`config.mk`:
```
export PLATFORM = sky130hd
export DESIGN_NAME = shkc_ctrl
export DESIGN_NICKNAME = d
export VERILOG_FILES = /design/src/hw/rtl/shkc_pkg.sv /design/src/hw/rtl/shkc_ctrl.sv
export SDC_FILE = /design/constraint.sdc
export NUM_CORES = 1
export LEC_CHECK = 0
export BUFFER_PORTS_ARGS = -buffer_cell sky130_fd_sc_hd__buf_2
export CORE_AREA = 2 2 39 41
export DETAILED_ROUTE_END_ITERATION = 16
export DIE_AREA = 0 0 41 43
export HOLD_SLACK_MARGIN = 0.03
export PLACE_DENSITY = 0.44
export REMOVE_ABC_BUFFERS = 1
export SYNTH_ARGS = -nofsm -noshare
export SYNTH_HDL_FRONTEND = slang
export SYNTH_SLANG_ARGS = --single-unit
```
`constraint.sdc`:
```
create_clock -name clk -period 1.1 [get_ports clk]
set_input_delay 0.165 -clock clk [delete_from_list [all_inputs] [get_ports clk]]
set_output_delay 0.165 -clock clk [all_outputs]
set_load 0.005 [all_outputs]
```
`src/hw/rtl/shkc_pkg.sv`:
```
package shkc_pkg;

	localparam int StateW = 32;
	localparam logic [31:0] SmoothAlpha = 32'd4294967;
	localparam logic [31:0] DbToLog2 = 32'd713378626;
	localparam logic [13:0] RatioMin = 14'd256;
	localparam logic [13:0] RatioMax = 14'd8192;
	localparam logic signed [15:0] ThrMin = -16'sd24576;
	localparam logic [31:0] GainReset = 32'h1000_0000;
	localparam logic [31:0] RatioReset = 32'h0100_0000;
	localparam logic signed [31:0] ThrReset = -32'sd335544320;
	localparam logic [31:0] ThrMaxMag = 32'd1610612736;

	typedef struct packed {
		logic start;
	} shkc_cmd_t;

	typedef struct packed {
		logic busy;
		logic done;
	} shkc_sts_t;

	function automatic logic [16:0] exp2_neg(input logic [4:0] i);
		logic [16:0] v;
		case (i)
			5'd0: v = 17'd65536;
			5'd1: v = 17'd62757;
			5'd2: v = 17'd60097;
			5'd3: v = 17'd57549;
			5'd4: v = 17'd55109;
			5'd5: v = 17'd52773;
			5'd6: v = 17'd50535;
			5'd7: v = 17'd48393;
			5'd8: v = 17'd46341;
			5'd9: v = 17'd44376;
			5'd10: v = 17'd42495;
			5'd11: v = 17'd40693;
			5'd12: v = 17'd38968;
			5'd13: v = 17'd37316;
			5'd14: v = 17'd35734;
			5'd15: v = 17'd34219;
			default: v = 17'd32768;
		endcase
		return v;
	endfunction

endpackage

```
`src/hw/rtl/shkc_ctrl.sv`:
```
module shkc_ctrl (
	input logic clk,
	input logic arst_n,
	input logic in_valid,
	output logic in_ready,
	output logic out_valid,
	input logic out_ready,
	output shkc_pkg::shkc_cmd_t cmd,
	input shkc_pkg::shkc_sts_t sts
);
	typedef enum logic [2:0] {
		IDLE = 3'b001,
		RUN  = 3'b010,
		HOLD = 3'b100
	} state_t;

	state_t state_q;
	logic take;

	// result register frees once taken, a new beat may start at once
	assign in_ready = (state_q == IDLE) || (state_q == HOLD && out_ready);
	assign take = in_valid && in_ready;
	assign out_valid = (state_q == HOLD);
	assign cmd.start = take;

	always_ff @(posedge clk or negedge arst_n) begin
		if (!arst_n) begin
			state_q <= IDLE;
		end else begin
			case (state_q)
				IDLE: if (take) state_q <= RUN;
				RUN: if (sts.done) state_q <= HOLD;
				HOLD: begin
					if (take) state_q <= RUN;
					else if (out_ready) state_q <= IDLE;
				end
				default: state_q <= IDLE;
			endcase
		end
	end
endmodule

```
======== Yosys cells after proc, flatten, opt, wreduce, memory -nomap -nowiden ========
Index checks and enable logic that the tools add are counted.
cells by class
  multipliers ............................. 0
  reductions and logical operators ........ 4
  divide/modulo/power cells ............... 0
  muxes and demuxes ....................... 5
  shift operators ......................... 0
  eq/ne operators ......................... 6
  bitwise operators ....................... 0
  $lt $le $gt $ge ......................... 0
  add/sub/neg operators ................... 0
operator list
  operator              number
  $mux W3               4
  $pmux W3 S3           1
  $ne A2 B2 Y1 const B  2
  $eq A3 B1 Y1 const B  1
  $eq A3 B2 Y1 const B  1
  $eq A3 B3 Y1 const B  1
  $ne A3 B1 Y1 const B  1
  $reduce_and A3 Y1     1
  $logic_and A1 B1 Y1   2
  $logic_or A1 B1 Y1    1
storage, ports and cells
  input bits .............................. 6
  ROM bits ................................ 0
  memory bits (writable) .................. 0
  logic and storage cells ................. 16
  flip-flop bits (word level) ............. 3
  bits in latches ......................... 0
  memories ................................ 0

======== Logic depth before layout (Yosys ltp) ========
  depth in word-level cells ............... 6
  depth in mapped cells ................... 4

======== Worst setup path before layout ========
Ideal clock, no wire load.
  path type ............................... reg2out
  from .................................... reg state_q[0]
  to ...................................... out cmd
  arrival ................................. 0.903 ns
  cell stages (with the launch flop) ...... 4
  buffers on the path ..................... 0
  setup slack ............................. 0.032 ns
  required time ........................... 0.935 ns
  cells stage by stage .................... dfstp_2 > nor2b_1 > a21oi_2 > nor2_1
between the ends
  cells in the longest elaborated chain, start to end .. 4
  elaborated cells on any way between the ends .. 5
  those cells by class .................... 2 x eq/ne; 3 x reduce/logical
RTL lines
  item                     line             text
  start, declared          shkc_ctrl.sv:17  state_t state_q;
  start signal, assigned   shkc_ctrl.sv:28  state_q <= IDLE;
  start signal, assigned   shkc_ctrl.sv:31  IDLE: if (take) state_q <= RUN;
  start signal, assigned   shkc_ctrl.sv:32  RUN: if (sts.done) state_q <= HOLD;
  $eq A3 B3 Y1             shkc_ctrl.sv:21  assign in_ready = (state_q == IDLE) || (state_q == HOLD && out_ready);
  $logic_and A1 B1 Y1      shkc_ctrl.sv:21
  $logic_or A1 B1 Y1 (*)   shkc_ctrl.sv:21
  $logic_and A1 B1 Y1 (*)  shkc_ctrl.sv:22  assign take = in_valid && in_ready;
  end, declared            shkc_ctrl.sv:8   output shkc_pkg::shkc_cmd_t cmd,
Mark *: on every way between the ends. The rest lies on a longest branch, timed or not.

======== Final worst setup path ========
  from .................................... reg state_q[0]
  to ...................................... out in_ready
between the ends
  cells in the longest elaborated chain, start to end .. 3
  elaborated cells on any way between the ends .. 4
  those cells by class .................... 2 x eq/ne; 2 x reduce/logical
RTL lines
  item                    line             text
  $eq A3 B3 Y1            shkc_ctrl.sv:21
  $logic_and A1 B1 Y1     shkc_ctrl.sv:21
  $logic_or A1 B1 Y1 (*)  shkc_ctrl.sv:21
  end, declared           shkc_ctrl.sv:5   output logic in_ready,
Marks and branches as above.

==> flow_metrics.py <==
metrics = {
    "clocking": {
        "cts_buffer_depth": 2,
        "cts_max_level": 1,
        "cts_tree": "done",
        "cts_sinks": 3,
        "cts_buffers": 3,
        "clkTransAtPathRegs_ns": 0.04,
        "clock-root-buffer": "clkbuf_4",
        "clk_latency_ns": 0.23,
    },
    "timing": {
        "holdWs_ns": 0.227,
        "drv_slew": 0,
        "finClkSkew_ns": 0.00103,
        "slew-limit-headroom_pct": 83.0,
        "rsz0062_at_grt": "yes",
        "hold_viol_final": 0,
        "layout_setup_ws_ns": -0.255,
        "tightest_slew_ns": 0.254,
        "period_minus_slack_ns": 1.36,
        "fmax_mhz": 738,
        "setup_viol": 4,
        "timing.final.crit_share_pct": 123,
    },
    "worst_hold_path": {
        "min_path_cells": 3,
        "worstHoldStart": "sts[0]",
        "holdPathEnd": "state_q[2]",
        "hold_class": "in2reg",
    },
    "setup_path": {
        "crit_family": "flip-flops",
        "endpoint_kind": "output port",
        "timing.reg2reg.setup_slack_ns": -0.01,
        "start_kind": "flip-flop",
        "path_cells": "nor2b_2 > a21oi_2 > nor2_1 > buf_2",
        "rr_endpoint": "state_q[1]",
        "critical_path_peak_fanout": 3,
        "cp_data_arrival_time_ns": 1.19,
        "cp.required_ns": 0.94,
        "worst-path-buf-inv": 1,
        "criticalPathCategory": "reg2out",
        "cp_slowest_cell": "dfstp_2",
        "max_stage_delay_ns": 0.55,
        "reg2reg_depth": 4,
        "crit-reg2reg-launch": "state_q[0]",
    },
    "drt": {
        "route.detailed.drc": 0,
        "dr.pass1.iters": 2,
        "vias_per_cell": 3.75,
        "drtIter0Drc": 1,
        "wl_per_cell_um": 9.17,
        "num_vias": 199,
        "ant_nets": 0,
        "wirelength_um": 486,
    },
    "logic_synthesis": {
        "ys_seq_area_share_pct": 38.9,
        "synthTopCellsByArea": "dfrtp_1, dfstp_2, nor2b_1",
        "synth_compound_area_share_pct": 22.3,
        "synthTopCellsByCount": "nor2b_1, nand3b_1, nor2_1",
        "synth_cell_types": 14,
        "muxShareOfSynthArea_pct": 0,
        "synth_top_area_cell": "dfrtp_1",
        "synth.most_common_cell": "nor2b_1",
        "ys_ff_latch": 3,
        "synth_area_um2": 196,
        "synthAdderAreaFrac_pct": 0,
        "netlist_instances": 22,
        "synth_xor_area_share_pct": 0,
        "yosysWarningCount": 0,
        "yosysTopAreaCellShare_pct": 25.5,
        "syn_avg_cell_area_um2": 8.93,
        "synth_edf_count": 0,
        "synth_flop_cell": "dfrtp_1",
        "synth_top_family_by_area": "simple AND/OR/NAND/NOR gates",
        "synthSimpleGateAreaFrac_pct": 33.1,
        "async_flop_share_pct": 100,
    },
    "final_layout": {
        "layout-area-overhead-vs-synth_pct": 63.1,
        "largest_register": "state_q",
        "drive_gt1_share_pct": 51.4,
        "fin_nets": 44,
        "top_regs": "state_q (3)",
        "utilization_pct": 23.1,
        "largest_reg_flops": 3,
        "num_antenna_cells": 0,
    },
    "placed_design": {
        "portBuffers": 7,
        "dp_hpwl_um": 319,
        "gp_congestion": 0.551,
    },
    "floorplan": {
        "rows": 14,
        "dieArea_um2": 1760,
        "chipWidth_um": 41,
        "core_um2": 1380,
        "fp.dieH_um": 43,
        "initial_utilization_pct": 14.2,
        "io_pins": 9,
    },
    "global_routing": {
        "grt_overflow": 0,
        "antenna_found_initial": 0,
        "grt_pass1_vias": 181,
        "grt_max_degree": 10,
        "grt_first_pass_wirelength_um": 779,
        "grtUsageTotal_pct": 7.24,
    },
    "job": {
        "max-cap-violations": 0,
    },
    "power_and_ir_drop": {
        "ir_drop_v": 0.000801,
        "power_mw": 0.747,
        "power_density_nw_per_um2": 2330,
        "p_leak_nw": 0.152,
    },
    "outcome": {
        "violations": "setup timing",
        "status": "finished with violations",
    },
}
-- placed cells by master, fill, tap and decap left out --
cell type      count
buf_2              7
buf_4              4
nor2_1             3
nand3b_1           3
clkbuf_4           3
nor2b_1            2
dfrtp_1            2
nor2b_2            1
nor2b_4            1
a21oi_2            1
nand2b_1           1
inv_1              1
o21ai_0            1
a22oi_1            1
o31a_1             1
o21ai_2            1
a21oi_1            1
clkbuf_1           1
dlygate4sd3_1      1
dfstp_2            1
-- area by class of cell --
| type | instances | area, um2 |
|---|---|---|
| Clock buffer | 4 | 26.3 |
| Inverter | 1 | 3.75 |
| Fill cell | 152 | 1060 |
| Sequential cell | 3 | 76.3 |
| Tap cell | 16 | 20.0 |
| Timing Repair Buffer | 12 | 75.1 |
| Multi-Input combinational cell | 17 | 119 |
-- how the worst max path moves through the flow --
| stage | startpoint | end | slack (ns) | depth (start not counted) |
|---|---|---|---|---|
| floorplan | state_q[0] | cmd | 0.03 | 3 |
| global placement | state_q[0] | cmd | -0.06 | 4 |
| detailed placement | state_q[0] | cmd | -0.07 | 4 |
| CTS | state_q[0] | cmd | -0.26 | 4 |
| global route | state_q[0] | cmd | -0.33 | 4 |
| finish | state_q[0] | in_ready | -0.26 | 4 |
-- report_power, final --
group | switching, mW | internal, mW
registers | 0.0589 | 0.162
clock network | 0.0564 | 0.136
logic | 0.139 | 0.195
-- worst register-to-register path, stage by stage (launching register included) --
cell and delay, ns:
dfstp_2 0.55, nor2b_4 0.16, a21oi_2 0.05, buf_4 0.13, o21ai_2 0.13
-- what timing repair did --
item | CTS | global route
setup buffers | 0 | 1
gates resized for setup | 3 | 0
endpoints found under the setup margin | 4 | 5
endpoints found under the hold margin | 3 | 0
pin swaps | 2 | 1
hold buffers | 1 | 0
-- metal layers --
metal | global-route usage (%) | wire (um) | vias to the layer above
met2 | 7.50 | 182 | 10
li1 | - | - | 104
met5 | 0 | 0 | -
met3 | 3.14 | 53 | 2
met4 | 8.00 | 14 | 0
met1 | 9.71 | 235 | 83
-- through the flow --
stage | cell area, um2 | setup TNS [ns] | instances | setup WS [ns]
after floorplan | 189 | 0 | 21 | 0.0322
after global placement | 267 | -0.152 | 47 | -0.0606
after detailed placement | 267 | -0.149 | 47 | -0.0680
after CTS | 313 | -0.658 | 52 | -0.258
after global routing | 320 | -0.942 | 53 | -0.335
final | 320 | -0.656 | 53 | -0.255
-- kinds of logic after synthesis --
kind of cell | after synthesis
AND/OR/NAND/NOR | 11
AO/OA/AOI/OAI | 6
flip-flops | 3
buffers and inverters | 2
(Power assumes the default switching activity.)
